--- config.mk ---
export PLATFORM = sky130hd
export DESIGN_NAME = bcd_adjust_unit
export DESIGN_NICKNAME = d
export VERILOG_FILES = /design/src/design/bau_pkg.sv /design/src/design/bcd_adjust_unit.sv /design/src/design/bau_div_half.sv /design/src/design/bau_adjust.sv
export SDC_FILE = /design/constraint.sdc
export NUM_CORES = 1
export LEC_CHECK = 0
export BUFFER_PORTS_ARGS = -buffer_cell sky130_fd_sc_hd__clkbuf_2
export CAP_MARGIN = 25
export CORE_MARGIN = 4
export CORE_UTILIZATION = 40
export DETAILED_ROUTE_END_ITERATION = 10
export PLACE_DENSITY = 0.65
export SYNTH_ARGS = -nofsm -noshare
export SYNTH_HDL_FRONTEND = slang
export SYNTH_SLANG_ARGS = --single-unit
--- constraint.sdc ---
create_clock -name clk -period 16.8 [get_ports clk]
set_clock_uncertainty 0.05 [all_clocks]
set_input_delay 3.36 -clock clk [delete_from_list [all_inputs] [get_ports clk]]
set_output_delay 3.36 -clock clk [all_outputs]
set_load 0.005 [all_outputs]
--- src/design/bau_pkg.sv ---
`timescale 1ns / 1ps
// ----------------------------------------------------------------------------
// bau_pkg: shared types and constants of the BCD adjust unit
// Command codes, item structs and the pipeline record passed between stages.
// ----------------------------------------------------------------------------
package bau_pkg;

    typedef enum logic [2:0] {
        CMD_DAA = 3'd0,
        CMD_DAS = 3'd1,
        CMD_AAA = 3'd2,
        CMD_AAS = 3'd3,
        CMD_AAM = 3'd4,
        CMD_AAD = 3'd5
    } cmd_t;

    // How the last stage forms S, Z and P.
    typedef enum logic [1:0] {
        SZP_KEEP = 2'd0,  // carry the flags through as they are
        SZP_BYTE = 2'd1,  // follow the new AL
        SZP_WORD = 2'd2   // S and Z follow AH:AL, P follows AL
    } szp_mode_t;

    localparam int unsigned ByteW   = 8;
    localparam int unsigned NibbleW = 4;

    localparam logic [ByteW-1:0]   AdjLo  = 8'h06;
    localparam logic [ByteW-1:0]   AdjHi  = 8'h60;
    localparam logic [ByteW-1:0]   BcdMax = 8'h99;
    localparam logic [NibbleW-1:0] DigMax = 4'h9;

    typedef struct packed {
        cmd_t             cmd;
        logic [ByteW-1:0] al_in;
        logic [ByteW-1:0] ah_in;
        logic [ByteW-1:0] imm;
        logic             cy_in;
        logic             ac_in;
        logic             v_in;
        logic             s_in;
        logic             z_in;
        logic             p_in;
    } bau_op_t;

    typedef struct packed {
        logic [ByteW-1:0] al_out;
        logic [ByteW-1:0] ah_out;
        logic             cy_out;
        logic             ac_out;
        logic             v_out;
        logic             s_out;
        logic             z_out;
        logic             p_out;
        logic             divide_error;
    } bau_res_t;

    // Record between the adjust stage and the flag stage.
    typedef struct packed {
        logic [ByteW-1:0] al;
        logic [ByteW-1:0] ah;
        logic             cy;
        logic             ac;
        logic             v;
        logic             s;
        logic             z;
        logic             p;
        logic             derr;
        szp_mode_t        szp;
    } bau_mid_t;

endpackage

--- src/design/bcd_adjust_unit.sv ---
`timescale 1ns / 1ps
// ----------------------------------------------------------------------------
// bcd_adjust_unit: decimal and ASCII adjust unit (DAA DAS AAA AAS AAM AAD)
// Three-stage pipeline returning new AL, AH and flags for each command item.
// ----------------------------------------------------------------------------
// Usage: drive start with a command item on operand; busy is always low, so
// an item is taken on every cycle start is high. Each item produces exactly
// one result on the result port, marked by done for one cycle, once the item
// has passed every stage register of the pipeline (one item per cycle sustained).
// The AAM divider takes eight restoring steps, split over the first two
// stages, and a final stage forms S, Z and P. The receiver
// cannot stall, so results must be captured on the cycle done is high.
// ----------------------------------------------------------------------------
module bcd_adjust_unit (
    input  logic              clk,
    input  logic              rst_n,
    input  logic              start,
    output logic              busy,
    input  bau_pkg::bau_op_t  operand,
    output logic              done,
    output bau_pkg::bau_res_t result
);
    import bau_pkg::*;

    // Stage 1: first half of the AAM divide, AAD product
    logic [ByteW-1:0]   rem_a;
    logic [NibbleW-1:0] quo_a;

    logic               v1_reg;
    bau_op_t            op1_reg;
    logic [ByteW-1:0]   rem1_reg;
    logic [NibbleW-1:0] quo1_reg;
    logic [ByteW-1:0]   prod1_reg;
    logic [2*ByteW-1:0] prod_full;

    // Stage 2: second half of the divide and per-command adjust
    logic [ByteW-1:0]   rem_b;
    logic [NibbleW-1:0] quo_b;
    bau_mid_t           mid_next;
    logic               v2_reg;
    bau_mid_t           mid2_reg;

    // Stage 3: S, Z and P, output register
    bau_res_t           res_next;
    logic               v3_reg;
    bau_res_t           res3_reg;

    // The pipeline never holds back, so it is always ready.
    assign busy = 1'b0;

    bau_div_half u_div_hi (
        .rem_in  ('0),
        .bits_in (operand.al_in[ByteW-1:NibbleW]),
        .divisor (operand.imm),
        .rem_out (rem_a),
        .quo_out (quo_a)
    );

    // Only the low byte of AH times imm matters for AAD.
    assign prod_full = operand.ah_in * operand.imm;

    // Valid bits: advance one stage per cycle.
    always_ff @(posedge clk or negedge rst_n)
    begin
        if (!rst_n)
        begin
            v1_reg <= 1'b0;
            v2_reg <= 1'b0;
            v3_reg <= 1'b0;
        end
        else
        begin
            v1_reg <= start & ~busy;
            v2_reg <= v1_reg;
            v3_reg <= v2_reg;
        end
    end

    // Payload registers carry no reset.
    always_ff @(posedge clk)
    begin
        op1_reg   <= operand;
        rem1_reg  <= rem_a;
        quo1_reg  <= quo_a;
        prod1_reg <= prod_full[ByteW-1:0];
        mid2_reg  <= mid_next;
        res3_reg  <= res_next;
    end

    bau_div_half u_div_lo (
        .rem_in  (rem1_reg),
        .bits_in (op1_reg.al_in[NibbleW-1:0]),
        .divisor (op1_reg.imm),
        .rem_out (rem_b),
        .quo_out (quo_b)
    );

    bau_adjust u_adjust (
        .op   (op1_reg),
        .prod (prod1_reg),
        .quo  ({quo1_reg, quo_b}),
        .rem  (rem_b),
        .mid  (mid_next)
    );

    // Form S, Z and P from the new bytes where the command asks for it.
    always_comb
    begin
        res_next.al_out       = mid2_reg.al;
        res_next.ah_out       = mid2_reg.ah;
        res_next.cy_out       = mid2_reg.cy;
        res_next.ac_out       = mid2_reg.ac;
        res_next.v_out        = mid2_reg.v;
        res_next.s_out        = mid2_reg.s;
        res_next.z_out        = mid2_reg.z;
        res_next.p_out        = mid2_reg.p;
        res_next.divide_error = mid2_reg.derr;
        case (mid2_reg.szp)
            SZP_BYTE:
            begin
                res_next.s_out = mid2_reg.al[ByteW-1];
                res_next.z_out = (mid2_reg.al == '0);
                res_next.p_out = ~^mid2_reg.al;
            end
            SZP_WORD:
            begin
                res_next.s_out = mid2_reg.ah[ByteW-1];
                res_next.z_out = ({mid2_reg.ah, mid2_reg.al} == '0);
                res_next.p_out = ~^mid2_reg.al;
            end
            default:
            begin
                res_next.s_out = mid2_reg.s;
            end
        endcase
    end

    assign done   = v3_reg;
    assign result = res3_reg;

endmodule

--- src/design/bau_div_half.sv ---
`timescale 1ns / 1ps
// ----------------------------------------------------------------------------
// bau_div_half: four restoring division steps
// Shift in four dividend bits, develop four quotient bits.
// ----------------------------------------------------------------------------
module bau_div_half (
    input  logic [bau_pkg::ByteW-1:0]   rem_in,
    input  logic [bau_pkg::NibbleW-1:0] bits_in,
    input  logic [bau_pkg::ByteW-1:0]   divisor,
    output logic [bau_pkg::ByteW-1:0]   rem_out,
    output logic [bau_pkg::NibbleW-1:0] quo_out
);
    import bau_pkg::*;

    logic [ByteW:0]   trial;
    logic [ByteW-1:0] rem;

    always_comb
    begin
        rem     = rem_in;
        trial   = '0;
        quo_out = '0;
        for (int i = NibbleW - 1; i >= 0; i--)
        begin
            trial = {rem, bits_in[i]};
            if (trial >= {1'b0, divisor})
            begin
                trial      = trial - {1'b0, divisor};
                quo_out[i] = 1'b1;
            end
            rem = trial[ByteW-1:0];
        end
        rem_out = rem;
    end

endmodule

--- src/design/bau_adjust.sv ---
`timescale 1ns / 1ps
// ----------------------------------------------------------------------------
// bau_adjust: per-command result bytes and carry-type flags
// Form AL, AH, CY, AC, V and pick how S, Z and P are produced.
// ----------------------------------------------------------------------------
module bau_adjust (
    input  bau_pkg::bau_op_t              op,
    input  logic [bau_pkg::ByteW-1:0]     prod,
    input  logic [bau_pkg::ByteW-1:0]     quo,
    input  logic [bau_pkg::ByteW-1:0]     rem,
    output bau_pkg::bau_mid_t             mid
);
    import bau_pkg::*;

    logic             neg;
    logic             lo_fix;
    logic             hi_fix;
    logic [ByteW-1:0] cur1;
    logic [ByteW-1:0] cur2;
    logic             ovf1;
    logic             ovf2;
    logic [ByteW-1:0] aa_al;
    logic [ByteW-1:0] aa_ah;
    logic [ByteW:0]   sum;

    always_comb
    begin
        neg    = (op.cmd == CMD_DAS) || (op.cmd == CMD_AAS);
        lo_fix = op.ac_in || (op.al_in[NibbleW-1:0] > DigMax);
        hi_fix = op.cy_in || (op.al_in > BcdMax);

        // DAA / DAS: low digit fix, then high digit fix on the result
        cur1 = op.al_in;
        ovf1 = 1'b0;
        if (lo_fix)
        begin
            cur1 = neg ? op.al_in - AdjLo : op.al_in + AdjLo;
            ovf1 = neg ? (op.al_in[7] & (op.al_in[7] ^ cur1[7]))
                       : (cur1[7] & ~op.al_in[7]);
        end
        cur2 = cur1;
        ovf2 = 1'b0;
        if (hi_fix)
        begin
            cur2 = neg ? cur1 - AdjHi : cur1 + AdjHi;
            ovf2 = neg ? (cur1[7] & (cur1[7] ^ cur2[7]))
                       : (cur2[7] & ~cur1[7]);
        end

        // AAA / AAS
        aa_al = lo_fix ? (neg ? op.al_in - AdjLo : op.al_in + AdjLo) : op.al_in;
        aa_ah = lo_fix ? (neg ? op.ah_in - 8'd1 : op.ah_in + 8'd1) : op.ah_in;

        // AAD
        sum = {1'b0, op.al_in} + {1'b0, prod};

        mid.al   = op.al_in;
        mid.ah   = op.ah_in;
        mid.cy   = op.cy_in;
        mid.ac   = op.ac_in;
        mid.v    = op.v_in;
        mid.s    = op.s_in;
        mid.z    = op.z_in;
        mid.p    = op.p_in;
        mid.derr = 1'b0;
        mid.szp  = SZP_KEEP;

        case (op.cmd)
            CMD_DAA, CMD_DAS:
            begin
                mid.al  = cur2;
                mid.ac  = lo_fix;
                mid.cy  = hi_fix;
                mid.v   = ovf1 | ovf2;
                mid.szp = SZP_BYTE;
            end
            CMD_AAA, CMD_AAS:
            begin
                mid.al = {{(ByteW-NibbleW){1'b0}}, aa_al[NibbleW-1:0]};
                mid.ah = aa_ah;
                mid.ac = lo_fix;
                mid.cy = lo_fix;
                mid.s  = ~lo_fix;
                mid.z  = lo_fix;
                mid.v  = 1'b0;
                mid.p  = 1'b1;
            end
            CMD_AAM:
            begin
                if (op.imm == '0)
                begin
                    mid.derr = 1'b1;
                end
                else
                begin
                    mid.al  = rem;
                    mid.ah  = quo;
                    mid.szp = SZP_WORD;
                end
            end
            CMD_AAD:
            begin
                mid.al  = sum[ByteW-1:0];
                mid.ah  = '0;
                mid.cy  = sum[ByteW];
                mid.ac  = op.al_in[4] ^ prod[4] ^ sum[4];
                mid.v   = (sum[7] ^ op.al_in[7]) & (sum[7] ^ prod[7]);
                mid.szp = SZP_BYTE;
            end
            default:
            begin
                mid.szp = SZP_KEEP;
            end
        endcase
    end

endmodule
==> results.txt, run 1 <==
Vias in the first global route = 6395
CTS Buf Count = 9
Critical path type = input port to register
Library cells used by synthesis = 82
Post-detailed-route count of antenna-violating nets = 0
IO buf count = 59
Global Route Usage Sum = 17.9%
Clock Latency Late Sink = 0.36 ns
HPWL Detailed = 16.0 mm
Postcts setup bufs = 0
Vias/cell = 5.31
Cts hold-fix bufs = 0
Die Width = 151 microns
Largest stage delay on the critical path = 0.49 ns
Final min period = 11.40 ns
Syn nets = 1082
Critical path data required time = 17.00 ns
# diodes = 0
CP most frequent cell = o21ai_0
Area of the mapped netlist = 8180 sq um
Sequential-to-total area share from yosys stat = 25.6%
Residual DRC = 0
GP Congestion = 0.888
CTS Buffer Depth = 2
Setup violations, final = 0
TritonCTS clock tree = yes
Die height = 151 microns
R2R Setup Slk = 6.83 ns
# rows = 52
Flops & latches, synth = 104
Initial antenna violation count = 0
CP max stage cell = or3b_2
Worst-path fanout max = 11
First-pass GRT wire length = 32.4 mm
Fraction of layout cells with a size suffix above 1 = 12.8%
Leakage = 4.20 nW
Io pins = 61
Fmax = 87.7 MHz
Synth warnings = 0
Sink Count = 104
Vias = 6641
Grt ovf = 0
DR iter-0 viols = 361
Area grow syn2layout = 10.4%
Rel. slew slack = 39.2%
Root Driver = clkbuf_16
# resized after CTS = 0
CP Launch Type = input port
Slew @ Worst Pin = 0.908 ns
RSZ-0062 raised after global routing = false
Post-synth EDFFs = 0
Max FFs per register = 33
Worst Hold Class = register to register
Post-synth top flop = dfxtp_1
WL/cell = 15.8 microns
Status = finished clean
TritonRoute pass-1 iters = 5
Core Region = 20200 sq um
Async S/R FF share, synth = 2.88%
Nets = 1137
Pre-CTS WS = 5.10 ns
Max-slew violations = 0
Syn_area_per_cell = 8.88 sq um
Crit path DAT = 11.60 ns
Max_cap viols = 0
Pwr/cell area = 138 nW/um^2
Peak supply drop = 0.0000695 V
Clock transition at the registers of the reported paths = 0.07 ns
Critical path endpoint category = register
Post-Synthesis Cells = 921
Tcrit/Tclk final = 67.9%
Final setup TNS = 0 ns
Final Hold Vio Count = 0
Largest net degree at the start of global routing = 19
Final wirelength = 19.8 mm
Setup WS post-layout = 5.40 ns
Htree depth = 3
Initial Utilization = 40.6%
Die ar. = 22800 sq um
==> worst paths after layout <==
check,start,end,cells past startpoint
max,operand[7],rem1_reg[2]$_DFF_P_,34
min,mid2_reg[8]$_DFF_P_,result[6]$_DFF_P_,0
max reg2reg,op1_reg[12]$_DFF_P_,mid2_reg[22]$_DFF_P_,31
min reg2reg,mid2_reg[8]$_DFF_P_,result[6]$_DFF_P_,0
max in group asynchronous,rst_n,v1_reg$_DFF_PN0_,1
min in group asynchronous,rst_n,done$_DFF_PN0_,1
==> kinds of logic after synthesis <==
logic type / Yosys count / share of synthesized area (%)
AND/OR/NAND/NOR: 247 / 15.8
AO/OA/AOI/OAI: 224 / 19.2
adder cells (fa/ha/maj): 125 / 21.2
buffers and inverters: 116 / 5.57
flip-flops: 104 / 25.6
XOR/XNOR: 62 / 6.64
multiplexers: 42 / 5.90
other: 1 / 0.0458
==> critical path: cells and delay by family <==
| family | cells | cell delay (ns) |
|---|---|---|
| AO/OA/AOI/OAI | 16 | 3.40 |
| AND/OR/NAND/NOR | 7 | 1.56 |
| multiplexers | 4 | 1.52 |
| adder cells (fa/ha/maj) | 4 | 1.14 |
| buffers and inverters | 3 | 0.60 |
==> placed cells by master (no fill, tap or decap), types with 7 or more instances in the layout <==
cell type    n
nand3_1     14
xnor2_1     42
o21bai_1    12
o21a_1      12
fa_1        23
xor2_1      20
a21oi_1     52
a211oi_1     8
o21ai_0     45
nor2_1      51
o211ai_1     9
clkbuf_2    59
mux2_2      20
nor2b_1     17
clkbuf_16    9
nand4_1     10
mux2i_1     13
or2_2        8
and2_1      29
or3_1        7
a21o_1      17
dfxtp_1    101
nor3_1      15
nor3b_1      7
inv_1       99
nand2_1     57
ha_1       102
==> per-stage QoR <==
step	hold slack [ns]	util (%)	cell area, sq um	std cells	power, W
5_1_grt	0.286	44.8	9030	1251	0.00135
3_5_place_dp	0.265	43.3	8740	1235	0.00104
3_3_place_gp	0.265	43.3	8740	1235	0.00103
4_1_cts	0.280	44.8	9030	1251	0.00125
6_report	0.278	44.8	9030	1251	0.00125
2_1_floorplan	0.260	-	8180	921	0.000873
==> Yosys cell counts (all sizes together) (10+ instances only) <==
master  instances  area, sq um
mux2i          14          153
ha            102         1280
clkbuf         12         45.0
o21a           12         90.1
nor2b          18          115
a21o           17          128
nor3           16         85.1
and2           29          181
nor2           51          191
nand3          14         70.1
o21bai         12         90.1
o21ai          45          225
inv            99          372
dfxtp         101         2020
nand4          10         62.6
xnor2          42          368
nand2          57          214
fa             23          460
a21oi          54          285
a211oi         10         85.1
xor2           20          175
mux2           28          330
==> layout make-up <==
type	instances	area [sq um]
tap	270	338
inverter	100	375
timing repair buffer	60	303
clock inverter	5	47.5
sequential	104	2100
multi-input combinational	701	5630
fill	1990	11100
clock buffer	11	243
==> power breakdown <==
group	total [W]	switching (W)	internal [W]
Clock	0.000206	0.0000981	0.000108
Sequential	0.000308	0.0000207	0.000287
Combinational	0.000733	0.000413	0.000320
==> per-layer routing <==
layer	global-route usage, %	share of wire (%)	up-vias
li1	-	-	3366
met1	23.9	47	3094
met2	30.1	47	153
met3	2.60	4.2	28
met4	5.03	2.0	0
met5	0	0	-
(Power assumes the default switching activity.)
==> run 2, diff against run 1 <==
--- a/config.mk
+++ b/config.mk
@@ -5,12 +5,13 @@
 export SDC_FILE = /design/constraint.sdc
 export NUM_CORES = 1
 export LEC_CHECK = 0
+export ABC_AREA = 1
 export BUFFER_PORTS_ARGS = -buffer_cell sky130_fd_sc_hd__clkbuf_2
 export CAP_MARGIN = 25
 export CORE_MARGIN = 4
 export CORE_UTILIZATION = 40
 export DETAILED_ROUTE_END_ITERATION = 10
-export PLACE_DENSITY = 0.65
+export PLACE_DENSITY = 0.67
 export SYNTH_ARGS = -nofsm -noshare
 export SYNTH_HDL_FRONTEND = slang
 export SYNTH_SLANG_ARGS = --single-unit
==> constraint.sdc (replaced) <==
create_clock -name clk -period 9.86 [get_ports clk]
set_clock_uncertainty 0.05 [all_clocks]
set_input_delay 1.972 -clock clk [delete_from_list [all_inputs] [get_ports clk]]
set_output_delay 1.972 -clock clk [all_outputs]
set_load 0.005 [all_outputs]
==> results.txt, run 2 <==
Sink Count = 104
Synth area leaders = dfxtp_1, ha_1, nand2_1
Commonest cells after routing, fill and taps aside = nand2_1, inv_1, ha_1, dfxtp_1, a21oi_1
Root Driver = clkbuf_16
GP Congestion = 0.899
Final std cells w/o fill = 1428
Final Hold Vio Count = 0
TritonCTS clock tree = yes
Combinational power share = 66.9%
Postcts setup bufs = 0
CP max stage cell = a211oi_1
# diodes = 0
Worst path buffer plus inverter count = 8
Final wirelength = 19.5 mm
Setup WS post-layout = 1.07 ns
Grt ovf = 0
Clock Latency Late Sink = 0.35 ns
Clock transition at the registers of the reported paths = 0.06 ns
Hold path start = mid2_reg[8]$_DFF_P_
Syn_area_per_cell = 7.42 sq um
Core Region = 19800 sq um
Cell depth of the worst setup path = 48
Most common cell after layout, fill and taps aside = nand2_1
Final min period = 8.79 ns
Cell with the most instances after synthesis = nand2_1
Placed cells = 1412
Max_cap viols = 0
R2R cell count = 46
Top cell type's share of synthesized area = 24.8%
Leakage = 4.74 nW
Vias/cell = 4.90
Pre-CTS WS = 0.772 ns
Fraction of layout cells with a size suffix above 1 = 12.0%
Area grow syn2layout = 10.2%
Net Sw Frac = 48.9%
Tcrit/Tclk final = 89.2%
Hold EP = result[6]$_DFF_P_
Post-detailed-route count of antenna-violating nets = 0
Net Sw Power = 0.00132 W
Post-synth EDFFs = 0
# rows = 51
CP Launch Type = input port
Sequential-to-total area share from yosys stat = 25.7%
Slew @ Worst Pin = 0.815 ns
Status = finished clean
Library cells used by synthesis = 58
Flops & latches, synth = 104
CP top delay family = compound AO/OA/AOI/OAI gates
# resized after CTS = 0
IO buf count = 59
Global Route Usage Sum = 17.4%
RSZ-0062 raised after global routing = false
Hold Path Depth = 0
Die ar. = 22800 sq um
Critical R2R Capture = mid2_reg[18]$_DFF_P_
Htree depth = 3
Pint = 0.00138 W
R2R Setup Slk = 2.34 ns
Max-slew violations = 0
Max FFs per register = 33
Async S/R FF share, synth = 2.88%
Vias in the first global route = 6441
Crit path DAT = 9.03 ns
Synth warnings = 0
Sequential share of power = 19.9%
Io pins = 61
Final setup TNS = 0 ns
HPWL Detailed = 16.2 mm
List of most frequent post-synthesis cells = nand2_1, inv_1, ha_1, dfxtp_1, a21oi_1
Fmax = 114 MHz
Worst-path fanout max = 17
Residual DRC = 0
Die Width = 151 microns
Largest net degree at the start of global routing = 18
Critical R2R Launch = op1_reg[7]$_DFF_P_
Vias = 7000
DR iter-0 viols = 418
TritonRoute pass-1 iters = 5
Pwr/cell area = 300 nW/um^2
Clock Power Share = 13.2%
Syn nets = 1261
Nets = 1319
Initial Utilization = 41.3%
Post-Synthesis Cells = 1100
Worst Hold Class = register to register
Critical path type = input port to register
First-pass GRT wire length = 31.5 mm
Largest stage delay on the critical path = 0.36 ns
Area of the mapped netlist = 8160 sq um
CTS Buf Count = 9
CTS Buffer Depth = 2
CP most frequent cell = nand2_1
Cts hold-fix bufs = 0
Initial antenna violation count = 0
Rel. slew slack = 45.2%
Critical path endpoint category = register
WL/cell = 13.6 microns
Area leader, netlist = dfxtp_1
Die height = 151 microns
Setup violations, final = 0
Critical path data required time = 10.10 ns
Post-synth top flop = dfxtp_1
Peak supply drop = 0.000167 V
==> run 2: cell count changes in the layout (fill, tap and decap cells not counted), moves of 16 or more <==
cell     change
nand2_1    +156
nor2b_1     -17
nor2_1      +27
a21oi_1     +32
xnor2_1     -22
mux2_2      -20
inv_1       +89
xor2_1      +16
nand3_1     +25
and2_1      -27
==> run 2: worst max path at each step <==
stage,endpoint,startpoint
6_report,rem1_reg[3]$_DFF_P_,operand[7]
5_1_grt,rem1_reg[0]$_DFF_P_,operand[7]
2_1_floorplan,rem1_reg[6]$_DFF_P_,operand[7]
3_5_place_dp,rem1_reg[3]$_DFF_P_,operand[7]
4_1_cts,rem1_reg[3]$_DFF_P_,operand[7]
3_3_place_gp,rem1_reg[2]$_DFF_P_,operand[7]
==> run 2: worst reg2reg max path, delay by kind of cell (launching register included) <==
kind            cells  cell delay (ns)
fa+ha+maj           4             1.45
flops               1             0.52
buf+inv             6             0.78
compound gates     12             1.97
simple gates       24             2.65
==> run 2: cell families (layout without fill, tap and decap cells) <==
logic type / count (synthesis) / count (layout) / synth area share (%)
AOI/OAI and AO/OA: 193 / 193 / 14.1
xor gates and xnor gates: 56 / 56 / 6.01
adders and majority gates: 125 / 125 / 21.3
buffers and inverters: 218 / 281 / 10.8
DFF: 104 / 104 / 25.7
other: 1 / 1 / 0.0459
and+or+nand+nor: 403 / 403 / 22.2
==> run 2: cell type report <==
| class | count | area, sq um |
|---|---|---|
| inverters | 205 | 772 |
| clock buffers | 10 | 239 |
| fillers | 2034 | 10800 |
| multi-input cells | 778 | 5190 |
| clock inverters | 6 | 66.3 |
| well taps | 265 | 332 |
| flip-flops and latches | 104 | 2100 |
| repair buffers | 60 | 303 |
==> run 2: power groups by stage <==
stage | Combinational (W) | Sequential [W] | Clock (W)
after floorplan | 0.00146 | 0.000538 | 0
after global placement | 0.00176 | 0.000545 | 0
after detailed placement | 0.00178 | 0.000547 | 0
after CTS | 0.00180 | 0.000537 | 0.000365
after global routing | 0.00208 | 0.000545 | 0.000383
final | 0.00180 | 0.000536 | 0.000356
==> run 2: stage by stage <==
step                      total power, W  util [%]  area (sq um)  hold WS (ns)
after global placement           0.00230      43.9          8690         0.264
final                            0.00270      45.5          9000         0.278
after detailed placement         0.00233      43.9          8690         0.262
after CTS                        0.00270      45.5          9000         0.278
after floorplan                  0.00200         -          8160         0.260
after global routing             0.00301      45.5          9000         0.286
==> run 2: metal layers <==
metal  part of all wire [%]  GRT usage [%]  wire [microns]
met1                     47           23.9            9180
met2                     45           28.1            8700
met3                    5.9           3.08            1140
met4                    2.3           5.12             452
met5                      0              0               0
==> run 3, diff against run 2 <==
--- a/config.mk
+++ b/config.mk
@@ -8,10 +8,9 @@
 export ABC_AREA = 1
 export BUFFER_PORTS_ARGS = -buffer_cell sky130_fd_sc_hd__clkbuf_2
 export CAP_MARGIN = 25
-export CORE_MARGIN = 4
-export CORE_UTILIZATION = 40
+export CORE_UTILIZATION = 56
 export DETAILED_ROUTE_END_ITERATION = 10
-export PLACE_DENSITY = 0.67
+export PLACE_DENSITY = 0.86
 export SYNTH_ARGS = -nofsm -noshare
 export SYNTH_HDL_FRONTEND = slang
 export SYNTH_SLANG_ARGS = --single-unit
==> results.txt, run 3 (synthesis gave the netlist of run 2 again) <==
Status = finished clean
Combinational power share = 67.4%
Slew @ Worst Pin = 0.836 ns
IO buf count = 59
Area grow syn2layout = 8.77%
Net Sw Frac = 50.4%
Final Hold Vio Count = 0
Initial Utilization = 58.1%
WL/cell = 14.3 microns
Root Driver = clkbuf_16
Rel. slew slack = 43.9%
GP Congestion = 0.934
Worst-path fanout max = 17
Die Width = 123 microns
RSZ-0062 raised after global routing = false
# rows = 43
Largest stage delay on the critical path = 0.34 ns
Fin Hold WS = 0.278 ns
Die ar. = 15100 sq um
Clock Power Share = 12.9%
Max-slew violations = 0
First-pass GRT wire length = 31.5 mm
Max FFs per register = 33
TritonRoute pass-1 iters = 6
Global Route Usage Sum = 27.0%
Leakage = 4.74 nW
Finished Core Util = 63.2%
Vias in the first global route = 6880
# resized after CTS = 0
CTS Buffer Depth = 2
Die height = 123 microns
Cts hold-fix bufs = 0
Max_cap viols = 0
Fraction of layout cells with a size suffix above 1 = 12.0%
Initial antenna violation count = 0
Largest net degree at the start of global routing = 21
Final wirelength = 19.3 mm
Grt ovf = 0
# diodes = 0
Io pins = 61
Vias/cell = 5.48
CTS Buf Count = 9
Final min period = 8.72 ns
CP max stage cell = ha_1
Clock Latency Late Sink = 0.36 ns
Core Region = 14000 sq um
Htree depth = 3
Net Sw Power = 0.00137 W
Critical path endpoint category = register
Tcrit/Tclk final = 88.4%
TritonCTS clock tree = yes
CP most frequent cell = nand2_1
Critical path data required time = 10.10 ns
DR iter-0 viols = 519
Worst Hold Class = register to register
Pwr/cell area = 307 nW/um^2
Peak supply drop = 0.000186 V
Sink Count = 104
Commonest cells after routing, fill and taps aside = nand2_1, inv_1, ha_1, dfxtp_1, a21oi_1
Post-detailed-route count of antenna-violating nets = 0
Nets = 1319
Most common cell after layout, fill and taps aside = nand2_1
Residual DRC = 0
HPWL Detailed = 15.5 mm
Sequential share of power = 19.7%
Pint = 0.00135 W
Crit path DAT = 8.95 ns
Critical path type = input port to register
Fmax = 115 MHz
Postcts setup bufs = 0
Vias = 7356
Clock transition at the registers of the reported paths = 0.07 ns
CP Launch Type = input port
Setup violations, final = 0
Final setup TNS = 0 ns
## run 3: changes by cell type in the layout (fill, tap and decap cells not counted)
| cell | before | now |
|---|---|---|
| clkinv_4 | 1 | 0 |
| inv_8 | 0 | 3 |
| clkbuf_8 | 1 | 0 |
| inv_12 | 0 | 1 |
| bufinv_16 | 1 | 0 |
| clkinv_2 | 2 | 1 |
| clkinvlp_4 | 0 | 1 |
| inv_4 | 1 | 2 |
| inv_6 | 2 | 0 |
## run 3: critical path, delay by kind of cell
| family | cells | cell delay [ns] |
|---|---|---|
| buffers and inverters | 8 | 1.05 |
| AOI/OAI and AO/OA | 15 | 2.50 |
| adders and majority gates | 4 | 1.08 |
| and+or+nand+nor | 21 | 2.29 |
## run 3: cell type report
class / count / area [sq um]
multi-input combinational: 778 / 5190
fill: 1200 / 5160
sequential: 104 / 2100
inverter: 205 / 772
timing repair buffer: 60 / 303
clock buffer: 9 / 225
tap: 180 / 225
clock inverter: 7 / 68.8
## run 3: worst paths after layout
| kind | depth (start not counted) | to | start | slack (ns) |
|---|---|---|---|---|
| hold / removal | 0 | result[4]$_DFF_P_ | mid2_reg[6]$_DFF_P_ | 0.28 |
| max in group asynchronous | 1 | v1_reg$_DFF_PN0_ | rst_n | 8.31 |
| setup / recovery | 48 | rem1_reg[3]$_DFF_P_ | operand[7] | 1.14 |
| hold reg to reg | 0 | result[4]$_DFF_P_ | mid2_reg[6]$_DFF_P_ | 0.28 |
| setup reg to reg | 46 | mid2_reg[20]$_DFF_P_ | op1_reg[7]$_DFF_P_ | 2.23 |
| min in group asynchronous | 1 | v2_reg$_DFF_PN0_ | rst_n | 1.34 |
## run 3: layer usage
layer | GRT usage [%] | vias to the layer above | share of wire, %
li1 | - | 3660 | -
met1 | 32.6 | 3356 | 42
met2 | 47.5 | 278 | 48
met3 | 3.62 | 62 | 6.9
met4 | 11.8 | 0 | 3.3
met5 | 0 | - | 0
## run 3: power groups by stage
| stage | logic [W] | registers [W] | clock network (W) |
|---|---|---|---|
| 5_1_grt | 0.00207 | 0.000545 | 0.000371 |
| 3_3_place_gp | 0.00172 | 0.000543 | 0 |
| 6_report | 0.00183 | 0.000536 | 0.000352 |
| 4_1_cts | 0.00181 | 0.000536 | 0.000357 |
| 3_5_place_dp | 0.00177 | 0.000545 | 0 |
| 2_1_floorplan | 0.00146 | 0.000538 | 0 |
## run 3: through the flow
step | instances | area (sq um) | worst slack, ns | power, W
after global placement | 1327 | 8590 | 1.10 | 0.00227
after floorplan | 1100 | 8160 | 1.67 | 0.00200
after global routing | 1343 | 8880 | 0.362 | 0.00299
final | 1343 | 8880 | 1.14 | 0.00272
after detailed placement | 1327 | 8590 | 0.842 | 0.00232
after CTS | 1343 | 8880 | 1.19 | 0.00270
